<file path="config.mk">
export PLATFORM = sky130hd
export DESIGN_NAME = encoder_period_speed_meter_flat
export DESIGN_NICKNAME = d
export VERILOG_FILES = /design/src/sv/eps_pkg.sv /design/src/sv/eps_channel_if.sv /design/src/sv/encoder_period_speed_meter.sv /design/src/sv/eps_divider.sv /design/src/sv/eps_channel_bank.sv /design/src/flat_wrapper.sv
export SDC_FILE = /design/constraint.sdc
export NUM_CORES = 1
export LEC_CHECK = 0
export BUFFER_PORTS_ARGS = -buffer_cell sky130_fd_sc_hd__buf_2
export CORE_MARGIN = 2
export CORE_UTILIZATION = 45
export DETAILED_ROUTE_END_ITERATION = 6
export GPL_TIMING_DRIVEN = 1
export PLACE_DENSITY = 0.72
export SLEW_MARGIN = 30
export SYNTH_ARGS = -nofsm -noshare
export SYNTH_HDL_FRONTEND = slang
export SYNTH_HIERARCHICAL = 1
export SYNTH_SLANG_ARGS = --single-unit
export TNS_END_PERCENT = 20
</file>
<file path="constraint.sdc">
create_clock -name clk -period 6.5 [get_ports clk]
set_input_delay 1.625 -clock clk [delete_from_list [all_inputs] [get_ports clk]]
set_output_delay 1.625 -clock clk [all_outputs]
set_load 0.005 [all_outputs]
</file>
<file path="src/sv/eps_pkg.sv">
// ----------------------------------------------------------------------------
// eps_pkg
// shared widths, codes and types of the encoder period speed meter
// ----------------------------------------------------------------------------
package eps_pkg;

  localparam int CHANNELS   = 3;
  localparam int CH_IDX_W   = (CHANNELS > 1) ? $clog2(CHANNELS) : 1;
  localparam int CH_FIELD_W = 2;
  localparam int CH_EXT_W   = 4;

  localparam int NUM_W      = 24;
  localparam int PERIOD_W   = 16;
  localparam int SPEED_W    = 25;
  localparam int POS_W      = 32;
  localparam int MASK_W     = 3;
  localparam int CFG_IDX_W  = 1;
  localparam int CFG_DATA_W = 24;
  localparam int DIV_CNT_W  = $clog2(NUM_W);

  localparam logic [NUM_W-1:0]    NUM_RESET     = 24'd2000000;
  localparam logic [PERIOD_W-1:0] TIMEOUT_RESET = 16'hFFFF;

  // transaction kinds
  localparam logic CMD_TICK = 1'b0;
  localparam logic CMD_EDGE = 1'b1;

  // register indexes
  localparam logic [CFG_IDX_W-1:0] CFG_NUMERATOR = 1'd0;
  localparam logic [CFG_IDX_W-1:0] CFG_TIMEOUT   = 1'd1;

  // controls from the sequencer to the channel bank
  typedef struct packed {
    logic                  tick;
    logic                  upd;
    logic                  rev;
    logic [CH_FIELD_W-1:0] ch;
  } bank_ctrl_t;

  function automatic logic ch_in_range(input logic [CH_FIELD_W-1:0] ch);
    return CH_EXT_W'(ch) < CH_EXT_W'(CHANNELS);
  endfunction

endpackage

</file>
<file path="src/sv/eps_channel_if.sv">
// ----------------------------------------------------------------------------
// eps channel interfaces
// valid/ready channels for edge/tick transactions and speed reports
// ----------------------------------------------------------------------------
interface eps_in_if;
  logic                              valid;
  logic                              ready;
  logic                              cmd;
  logic [eps_pkg::CH_FIELD_W-1:0]    channel;
  logic                              direction_reverse;

  modport source (output valid, output cmd, output channel, output direction_reverse,
                  input ready);
  modport sink   (input valid, input cmd, input channel, input direction_reverse,
                  output ready);
endinterface

interface eps_out_if;
  logic                              valid;
  logic                              ready;
  logic [eps_pkg::CH_FIELD_W-1:0]    report_channel;
  logic signed [eps_pkg::SPEED_W-1:0] speed_q16;
  logic signed [eps_pkg::POS_W-1:0]  position;
  logic [eps_pkg::MASK_W-1:0]        stopped_mask;

  modport source (output valid, output report_channel, output speed_q16,
                  output position, output stopped_mask, input ready);
  modport sink   (input valid, input report_channel, input speed_q16,
                  input position, input stopped_mask, output ready);
endinterface

</file>
<file path="src/sv/encoder_period_speed_meter.sv">
// ----------------------------------------------------------------------------
// encoder_period_speed_meter
// period-based speed and position of encoder channels on a shared timebase
// path: a tick goes from acceptance through S_WB into the output register;
//   an edge goes through S_DIV (the bit-serial divider), S_UPD and S_WB,
//   skipping S_DIV when the period is zero or the channel is out of range
// flow: one transaction in work at a time, the next is taken the cycle
//   after its report loads, and S_WB waits while the output is stalled
// reset (rst_n low, synchronous): counters, positions and speeds clear,
//   registers return to numerator 2000000 and timeout 65535
// ----------------------------------------------------------------------------
module encoder_period_speed_meter (
  input  logic                              clk,
  input  logic                              rst_n,
  eps_in_if.sink                            in_chan,
  eps_out_if.source                         out_chan,
  input  logic                              cfg_we,
  input  logic [eps_pkg::CFG_IDX_W-1:0]     cfg_index,
  input  logic [eps_pkg::CFG_DATA_W-1:0]    cfg_wdata
);

  // sequencer states
  typedef enum logic [3:0] {
    S_IDLE = 4'b0001,   // waiting for a transaction
    S_DIV  = 4'b0010,   // serial divide in progress
    S_UPD  = 4'b0100,   // write the edge result into the bank
    S_WB   = 4'b1000    // move the report into the output register
  } state_t;

  state_t state_r, state_nxt;

  // configuration registers
  logic [eps_pkg::NUM_W-1:0]    num_r;
  logic [eps_pkg::PERIOD_W-1:0] tmo_r;

  // captured transaction
  logic                              cmd_r;
  logic [eps_pkg::CH_FIELD_W-1:0]    ch_r;
  logic                              rev_r;
  logic                              use_div_r;

  // output register
  logic                              out_valid_r, out_valid_nxt;
  logic [eps_pkg::CH_FIELD_W-1:0]    rpt_ch_r;
  logic signed [eps_pkg::SPEED_W-1:0] rpt_spd_r;
  logic signed [eps_pkg::POS_W-1:0]  rpt_pos_r;
  logic [eps_pkg::MASK_W-1:0]        rpt_mask_r;

  logic                              in_acc;
  logic                              is_edge;
  logic                              out_free;
  logic                              out_load;
  logic                              div_start;
  logic                              div_done;
  logic [eps_pkg::NUM_W-1:0]         div_quo;
  logic [eps_pkg::NUM_W-1:0]         mag;
  logic [eps_pkg::CH_FIELD_W-1:0]    rd_ch;

  eps_pkg::bank_ctrl_t               bank_ctrl;
  logic                              rd_valid;
  logic [eps_pkg::PERIOD_W-1:0]      rd_period;
  logic signed [eps_pkg::SPEED_W-1:0] rd_speed;
  logic signed [eps_pkg::POS_W-1:0]  rd_position;
  logic [eps_pkg::MASK_W-1:0]        stop_mask;

  // handshakes
  assign in_chan.ready = state_r == S_IDLE;
  assign in_acc        = in_chan.valid && in_chan.ready;
  assign is_edge       = in_chan.cmd == eps_pkg::CMD_EDGE;
  assign out_free      = !out_valid_r || out_chan.ready;
  assign out_load      = (state_r == S_WB) && out_free;

  // the bank is read at the incoming channel while idle, else at the held one
  assign rd_ch = (state_r == S_IDLE) ? in_chan.channel : ch_r;

  // a tick updates the bank on the accepting edge; an edge waits for its speed
  assign bank_ctrl.tick = in_acc && !is_edge;
  assign bank_ctrl.upd  = (state_r == S_UPD) && (cmd_r == eps_pkg::CMD_EDGE);
  assign bank_ctrl.rev  = rev_r;
  assign bank_ctrl.ch   = rd_ch;

  // a zero period takes the numerator itself, so no divide is started
  assign div_start = in_acc && is_edge && rd_valid && (rd_period != '0);
  assign mag       = use_div_r ? div_quo : num_r;

  eps_divider u_div (
    .clk      (clk),
    .rst_n    (rst_n),
    .start    (div_start),
    .dividend (num_r),
    .divisor  (rd_period),
    .done     (div_done),
    .quotient (div_quo)
  );

  eps_channel_bank u_bank (
    .clk         (clk),
    .rst_n       (rst_n),
    .ctrl        (bank_ctrl),
    .mag         (mag),
    .timeout     (tmo_r),
    .rd_valid    (rd_valid),
    .rd_period   (rd_period),
    .rd_speed    (rd_speed),
    .rd_position (rd_position),
    .stop_mask   (stop_mask)
  );

  // sequencer
  always_comb begin
    state_nxt = state_r;
    case (state_r)
      S_IDLE: begin
        if (in_acc) begin
          if (!is_edge) begin
            state_nxt = S_WB;
          end else if (div_start) begin
            state_nxt = S_DIV;
          end else begin
            state_nxt = S_UPD;
          end
        end
      end
      S_DIV: begin
        if (div_done) begin
          state_nxt = S_UPD;
        end
      end
      S_UPD: begin
        state_nxt = S_WB;
      end
      S_WB: begin
        if (out_free) begin
          state_nxt = S_IDLE;
        end
      end
      default: begin
        state_nxt = S_IDLE;
      end
    endcase
  end

  // output valid clears on a taken transaction, sets on a load
  always_comb begin
    out_valid_nxt = out_valid_r;
    if (out_chan.ready) begin
      out_valid_nxt = 1'b0;
    end
    if (out_load) begin
      out_valid_nxt = 1'b1;
    end
  end

  always_ff @(posedge clk) begin
    if (!rst_n) begin
      state_r     <= S_IDLE;
      out_valid_r <= 1'b0;
      num_r       <= eps_pkg::NUM_RESET;
      tmo_r       <= eps_pkg::TIMEOUT_RESET;
    end else begin
      state_r     <= state_nxt;
      out_valid_r <= out_valid_nxt;
      if (cfg_we) begin
        case (cfg_index)
          eps_pkg::CFG_NUMERATOR: num_r <= cfg_wdata;
          eps_pkg::CFG_TIMEOUT:   tmo_r <= cfg_wdata[eps_pkg::PERIOD_W-1:0];
          default: ;
        endcase
      end
    end
  end

  // transaction capture
  always_ff @(posedge clk) begin
    if (in_acc) begin
      cmd_r     <= in_chan.cmd;
      ch_r      <= in_chan.channel;
      rev_r     <= in_chan.direction_reverse;
      use_div_r <= div_start;
    end
  end

  // report payload, read back from the bank after its update
  always_ff @(posedge clk) begin
    if (out_load) begin
      rpt_ch_r   <= ch_r;
      rpt_spd_r  <= rd_speed;
      rpt_pos_r  <= rd_position;
      rpt_mask_r <= (cmd_r == eps_pkg::CMD_TICK) ? stop_mask : '0;
    end
  end

  assign out_chan.valid          = out_valid_r;
  assign out_chan.report_channel = rpt_ch_r;
  assign out_chan.speed_q16      = rpt_spd_r;
  assign out_chan.position       = rpt_pos_r;
  assign out_chan.stopped_mask   = rpt_mask_r;

endmodule

</file>
<file path="src/sv/eps_divider.sv">
// ----------------------------------------------------------------------------
// eps_divider
// bit-serial restoring divider, one quotient bit per cycle
// ----------------------------------------------------------------------------
module eps_divider (
  input  logic                          clk,
  input  logic                          rst_n,
  input  logic                          start,
  input  logic [eps_pkg::NUM_W-1:0]     dividend,
  input  logic [eps_pkg::PERIOD_W-1:0]  divisor,
  output logic                          done,
  output logic [eps_pkg::NUM_W-1:0]     quotient
);

  logic                             busy_r, busy_nxt;
  logic                             done_r, done_nxt;
  logic [eps_pkg::DIV_CNT_W-1:0]    cnt_r, cnt_nxt;
  logic [eps_pkg::PERIOD_W-1:0]     rem_r, rem_nxt;
  logic [eps_pkg::NUM_W-1:0]        quo_r, quo_nxt;
  logic [eps_pkg::PERIOD_W-1:0]     dvs_r, dvs_nxt;

  logic [eps_pkg::PERIOD_W:0]       trial;
  logic [eps_pkg::PERIOD_W:0]       diff;
  logic                             fits;
  logic                             last;

  // shift in the next dividend bit, subtract when it fits
  assign trial = {rem_r, quo_r[eps_pkg::NUM_W-1]};
  assign diff  = trial - {1'b0, dvs_r};
  assign fits  = trial >= {1'b0, dvs_r};
  assign last  = cnt_r == eps_pkg::DIV_CNT_W'(eps_pkg::NUM_W - 1);

  always_comb begin
    busy_nxt = busy_r;
    done_nxt = 1'b0;
    cnt_nxt  = cnt_r;
    rem_nxt  = rem_r;
    quo_nxt  = quo_r;
    dvs_nxt  = dvs_r;
    if (start) begin
      busy_nxt = 1'b1;
      cnt_nxt  = '0;
      rem_nxt  = '0;
      quo_nxt  = dividend;
      dvs_nxt  = divisor;
    end else if (busy_r) begin
      rem_nxt = fits ? diff[eps_pkg::PERIOD_W-1:0] : trial[eps_pkg::PERIOD_W-1:0];
      quo_nxt = {quo_r[eps_pkg::NUM_W-2:0], fits};
      cnt_nxt = cnt_r + eps_pkg::DIV_CNT_W'(1);
      if (last) begin
        busy_nxt = 1'b0;
        done_nxt = 1'b1;
      end
    end
  end

  always_ff @(posedge clk) begin
    if (!rst_n) begin
      busy_r <= 1'b0;
      done_r <= 1'b0;
      cnt_r  <= '0;
    end else begin
      busy_r <= busy_nxt;
      done_r <= done_nxt;
      cnt_r  <= cnt_nxt;
    end
  end

  always_ff @(posedge clk) begin
    rem_r <= rem_nxt;
    quo_r <= quo_nxt;
    dvs_r <= dvs_nxt;
  end

  assign done     = done_r;
  assign quotient = quo_r;

endmodule

</file>
<file path="src/sv/eps_channel_bank.sv">
// ----------------------------------------------------------------------------
// eps_channel_bank
// per-channel period counters, positions and speeds
// ----------------------------------------------------------------------------
module eps_channel_bank (
  input  logic                                clk,
  input  logic                                rst_n,
  input  eps_pkg::bank_ctrl_t                 ctrl,
  input  logic [eps_pkg::NUM_W-1:0]           mag,
  input  logic [eps_pkg::PERIOD_W-1:0]        timeout,
  output logic                                rd_valid,
  output logic [eps_pkg::PERIOD_W-1:0]        rd_period,
  output logic signed [eps_pkg::SPEED_W-1:0]  rd_speed,
  output logic signed [eps_pkg::POS_W-1:0]    rd_position,
  output logic [eps_pkg::MASK_W-1:0]          stop_mask
);

  logic [eps_pkg::PERIOD_W-1:0]       cnt_r [eps_pkg::CHANNELS];
  logic signed [eps_pkg::POS_W-1:0]   pos_r [eps_pkg::CHANNELS];
  logic signed [eps_pkg::SPEED_W-1:0] spd_r [eps_pkg::CHANNELS];
  logic [eps_pkg::MASK_W-1:0]         stop_r, stop_nxt;

  logic [eps_pkg::CHANNELS-1:0]       wrap;
  logic [eps_pkg::CH_EXT_W-1:0]       ch_ext;
  logic [eps_pkg::CH_IDX_W-1:0]       idx;
  logic signed [eps_pkg::SPEED_W-1:0] mag_s;

  assign ch_ext   = eps_pkg::CH_EXT_W'(ctrl.ch);
  assign idx      = ch_ext[eps_pkg::CH_IDX_W-1:0];
  assign rd_valid = eps_pkg::ch_in_range(ctrl.ch);
  assign mag_s    = $signed(eps_pkg::SPEED_W'(mag));

  for (genvar c = 0; c < eps_pkg::CHANNELS; c++) begin : g_wrap
    assign wrap[c] = cnt_r[c] >= timeout;
  end

  // only the first three channels have a stop flag
  for (genvar c = 0; c < eps_pkg::MASK_W; c++) begin : g_stop
    if (c < eps_pkg::CHANNELS) begin : g_on
      assign stop_nxt[c] = wrap[c];
    end else begin : g_off
      assign stop_nxt[c] = 1'b0;
    end
  end

  always_ff @(posedge clk) begin
    if (!rst_n) begin
      for (int c = 0; c < eps_pkg::CHANNELS; c++) begin
        cnt_r[c] <= '0;
        pos_r[c] <= '0;
        spd_r[c] <= '0;
      end
    end else if (ctrl.tick) begin
      for (int c = 0; c < eps_pkg::CHANNELS; c++) begin
        if (wrap[c]) begin
          cnt_r[c] <= '0;
          spd_r[c] <= '0;
        end else begin
          cnt_r[c] <= cnt_r[c] + eps_pkg::PERIOD_W'(1);
        end
      end
    end else if (ctrl.upd && rd_valid) begin
      cnt_r[idx] <= '0;
      spd_r[idx] <= ctrl.rev ? -mag_s : mag_s;
      pos_r[idx] <= ctrl.rev ? pos_r[idx] - eps_pkg::POS_W'(1)
                             : pos_r[idx] + eps_pkg::POS_W'(1);
    end
  end

  always_ff @(posedge clk) begin
    if (ctrl.tick) begin
      stop_r <= stop_nxt;
    end
  end

  assign rd_period   = rd_valid ? cnt_r[idx] : '0;
  assign rd_speed    = rd_valid ? spd_r[idx] : '0;
  assign rd_position = rd_valid ? pos_r[idx] : '0;
  assign stop_mask   = stop_r;

endmodule

</file>
<file path="src/flat_wrapper.sv">
// flat-port wrapper written by rule: the top's interface ports become plain ports
module encoder_period_speed_meter_flat 
  (clk, rst_n, cfg_we, cfg_index, cfg_wdata, in_chan_valid, in_chan_cmd, in_chan_channel, in_chan_direction_reverse, in_chan_ready, out_chan_valid, out_chan_report_channel, out_chan_speed_q16, out_chan_position, out_chan_stopped_mask, out_chan_ready);
  eps_in_if in_chan_i ();
  eps_out_if out_chan_i ();
  input  logic clk;
  input  logic rst_n;
  input  logic cfg_we;
  input  logic [eps_pkg::CFG_IDX_W-1:0] cfg_index;
  input  logic [eps_pkg::CFG_DATA_W-1:0] cfg_wdata;
  input wire logic [$bits(in_chan_i.valid)-1:0] in_chan_valid;
  input wire logic [$bits(in_chan_i.cmd)-1:0] in_chan_cmd;
  input wire logic [$bits(in_chan_i.channel)-1:0] in_chan_channel;
  input wire logic [$bits(in_chan_i.direction_reverse)-1:0] in_chan_direction_reverse;
  output wire logic [$bits(in_chan_i.ready)-1:0] in_chan_ready;
  output wire logic [$bits(out_chan_i.valid)-1:0] out_chan_valid;
  output wire logic [$bits(out_chan_i.report_channel)-1:0] out_chan_report_channel;
  output wire logic [$bits(out_chan_i.speed_q16)-1:0] out_chan_speed_q16;
  output wire logic [$bits(out_chan_i.position)-1:0] out_chan_position;
  output wire logic [$bits(out_chan_i.stopped_mask)-1:0] out_chan_stopped_mask;
  input wire logic [$bits(out_chan_i.ready)-1:0] out_chan_ready;
  assign in_chan_i.valid = in_chan_valid;
  assign in_chan_i.cmd = in_chan_cmd;
  assign in_chan_i.channel = in_chan_channel;
  assign in_chan_i.direction_reverse = in_chan_direction_reverse;
  assign in_chan_ready = in_chan_i.ready;
  assign out_chan_valid = out_chan_i.valid;
  assign out_chan_report_channel = out_chan_i.report_channel;
  assign out_chan_speed_q16 = out_chan_i.speed_q16;
  assign out_chan_position = out_chan_i.position;
  assign out_chan_stopped_mask = out_chan_i.stopped_mask;
  assign out_chan_i.ready = out_chan_ready;
  encoder_period_speed_meter u_core (.clk(clk), .rst_n(rst_n), .in_chan(in_chan_i), .out_chan(out_chan_i), .cfg_we(cfg_we), .cfg_index(cfg_index), .cfg_wdata(cfg_wdata));
endmodule
</file>
==> metrics.cfg <==
[grt]
grt_use_total = 0.208
busiest_layer = met2
grt_max_degree = 58
grt_pass1_wl_mm = 85.6
grt_pass1_vias = 15818
gr-usage-met1 = 0.279
antenna_found_initial = 2
gr-total-overflow = 0
grtUsageMet3 = 0.0388
grt_use_met2 = 0.334

[power_and_ir_drop]
sw_frac_of_total = 0.417
switching_power_mw = 5.20
p_seq_frac = 0.320
p_leak_nw = 10.1
power_density_nw_per_um2 = 495
combPwrFrac = 0.485
intPower_mw = 7.26
clkPwrFrac = 0.195
peakVddDrop_uv = 379

[floorplan]
dieArea_um2 = 51800
core-area_um2 = 49200
ioPinCount = 98
rows = 81
start_util = 0.458
die_w_um = 228
die_y_um = 228

[hold_path]
hold_depth = 0
hold_path_class = reg -> reg
whs_endpoint = u_core/out_chan.report_channel[0]
hp-start = u_core/ch_r[0]

[cts]
clockBufferDepth = 3
clk_latency_ns = 0.58
cts.sinks = 429
holdBufCountCts = 0
cts_root_buf = clkbuf_16
post_cts_resized = 0
cts_buffers = 45
cts_tree = built
cts.htree.levels = 2
post_cts_buffers = 0
clk_pin_slew_worst_paths_ns = 0.06

[synthesis]
yosysUniqueCellTypes = 87
yosys_warnings = 6
synth_seq_cells = 429
synth-edff-count = 361
synth_cells = 2078
ys_seq_area_frac = 0.542
async_flop_share = 0
ys.flop_type = edfxtp_1
syn_area_um2 = 22500
synth_area_per_cell_um2 = 10.8

[place]
dp_slack_ns = 0.817
dpl.hpwl_mm = 37.4
routabilityCongestion = 0.917
io_buffers = 97

[critical_path]
max_stage_delay_ns = 0.58
cp_max_fo = 39
critPathLaunchType = flip-flop
reg2regPathDepth = 15
r2r-start = u_core/state_r[0]
r2r_slack_ns = 1.29
endpoint_kind = flip-flop
cp-startpoint = u_core/state_r[0]
r2r_end = u_core/u_bank/pos_r[1][28]
cp.required_ns = 6.79
cp_common_cell = nor2_1
worstPathCellList = or4b_4 -> clkinv_2 -> nand2_1 -> nand2_4 -> mux2_2 -> nor2_1 -> a21oi_1 -> fa_1 -> a21o_1 -> a221oi_2 -> nor3_1 -> o2111ai_1 -> mux2_2 -> nor2_1 -> nor2_1
path_class = reg -> reg
arrival_ns = 5.50
slowest_stage = or4b_4

[sta]
hold_viol_final = 0
rsz0062_at_grt = false
maxSlewViolCount = 0
max_slew_margin = 0.413
tightest_slew_ns = 0.878
postLayoutSetupSlackWorst_ns = 1.29
post-route-min-period_ns = 5.21
timing.setup.tns_ns = 0
finalClockSkew_ns = 0.0199
setup-violations-final = 0
fin_crit_sh = 0.802
max_freq_mhz = 192

[routing]
wl_mm = 54.7
dr_total_vias = 16116
drtIter0Drc = 1245
wl_per_cell_um = 19.0
drtAntennaViolNets = 0
drc = 0
drtPass1Iterations = 5
vias_per_cell = 5.59

[cells_and_area]
syn_to_final_growth_pct = 11.7
drive_gt1_frac = 0.134
utilization = 0.512
nets = 2317
num-fill-cells = 4278

[flow_run]
cap_violations = 0

[run_status]
run_status = completed

-- worst max-delay path: cells and delay by family, from the launching register on --
| family | cells | cell delay [ns] |
|---|---|---|
| adders and majority gates | 1 | 0.49 |
| muxes | 2 | 0.83 |
| DFF | 1 | 0.47 |
| and+or+nand+nor | 7 | 1.76 |
| AOI/OAI and AO/OA | 4 | 1.20 |
| buffers and inverters | 1 | 0.15 |
-- Yosys cell counts (20+ instances only) --
cell | count | share of area
xor2_1 | 58 | 0.023
nand3_1 | 71 | 0.016
o21ai_0 | 122 | 0.027
mux2i_1 | 62 | 0.028
dfxtp_1 | 68 | 0.060
clkbuf_1 | 68 | 0.011
edfxtp_1 | 361 | 0.48
a21o_1 | 43 | 0.014
xnor2_1 | 42 | 0.016
a21boi_0 | 20 | 0.0067
nor2_1 | 294 | 0.049
inv_1 | 89 | 0.015
a21oi_1 | 63 | 0.014
nand4_1 | 29 | 0.0081
nand2_1 | 230 | 0.038
mux2_2 | 53 | 0.027
ha_1 | 99 | 0.055
nor3_1 | 34 | 0.0076
-- flip-flops by register name (all words and copies together), names as in the netlist, 16 cells and up --
register and count:
u_core/num_r 24, u_core/out_chan.position 32, u_core/out_chan.speed_q16 25, u_core/tmo_r 16
u_core/u_bank/cnt_r 48, u_core/u_bank/pos_r 128, u_core/u_bank/spd_r 75, u_core/u_div/dvs_r 16
u_core/u_div/quotient 24, u_core/u_div/rem_r 16
-- power groups by stage --
stage	Combinational (mW)	Sequential (mW)	Clock, mW
final	6.04	3.98	2.43
after global routing	6.66	4.03	2.58
after CTS	5.96	3.99	2.48
after detailed placement	5.94	4.05	0
after global placement	5.79	4.03	0
after floorplan	4.49	3.95	0
-- cell usage in the layout, fill, tap and decap left out, types with 7 or more instances in the layout --
cell,Yosys,routed
a211oi_1,9,9
a21boi_0,20,20
a21o_1,43,43
a21oi_1,63,63
a311oi_1,13,13
a31oi_1,7,7
and2_1,16,16
and3_1,15,15
buf_2,11,97
buf_4,3,27
clkbuf_1,68,15
clkbuf_16,0,46
clkinv_2,1,7
conb_1,1,32
dfxtp_1,68,68
edfxtp_1,361,361
ha_1,99,99
inv_1,89,89
mux2_2,53,53
mux2i_1,62,62
mux4_2,13,13
nand2_1,230,225
nand2b_1,16,15
nand3_1,71,71
nand4_1,29,29
nor2_1,294,293
nor2b_1,15,13
nor3_1,34,34
o211ai_1,12,12
o21a_1,7,7
o21ai_0,122,122
xnor2_1,42,42
xor2_1,58,58
-- logic make-up after synthesis --
| kind of cell | synth area share |
|---|---|
| compound gates | 0.103 |
| other cells | 0.000167 |
| buf+inv | 0.0363 |
| fa+ha+maj | 0.0568 |
| flops | 0.542 |
| mux | 0.0671 |
| xor+xnor | 0.0403 |
| simple gates | 0.155 |
-- metal layers --
metal	vias up	part of all wire
li1	7655	-
met1	7830	0.44
met2	528	0.46
met3	99	0.067
met4	4	0.032
met5	-	0.00037
-- how the worst max path moves through the flow --
| stage | cells past startpoint | slack, ns | end |
|---|---|---|---|
| floorplan | 16 | 1.22 | u_core/u_bank/pos_r[0][28] |
| global placement | 14 | 0.86 | u_core/u_bank/pos_r[2][28] |
| detailed placement | 14 | 0.82 | u_core/u_bank/pos_r[0][28] |
| CTS | 15 | 1.34 | u_core/u_bank/pos_r[1][28] |
| global route | 15 | 1.04 | u_core/u_bank/pos_r[2][28] |
| finish | 15 | 1.29 | u_core/u_bank/pos_r[1][28] |
-- cell type report --
cell class | count | area, um2 | area share
clock inverter | 16 | 119 | 0.00473
multi-input combinational | 1489 | 9660 | 0.384
sequential | 429 | 12200 | 0.485
timing repair buffer | 127 | 738 | 0.0293
antenna | 2 | 5.00 | 0.000199
inverter | 90 | 339 | 0.0135
clock buffer | 65 | 1260 | 0.0502
tap | 664 | 831 | 0.0330
-- per-stage QoR --
| step | instance area [um2] | std cells | hold slack, ns | power (mW) |
|---|---|---|---|---|
| after floorplan | 22600 | 2109 | 0.426 | 8.43 |
| after global placement | 23700 | 2796 | 0.437 | 9.83 |
| after detailed placement | 23700 | 2797 | 0.450 | 9.98 |
| after CTS | 25100 | 2878 | 0.465 | 12.4 |
| after global routing | 25100 | 2880 | 0.478 | 13.3 |
| final | 25200 | 2882 | 0.465 | 12.5 |
Power figures use the tool's default switching activity.
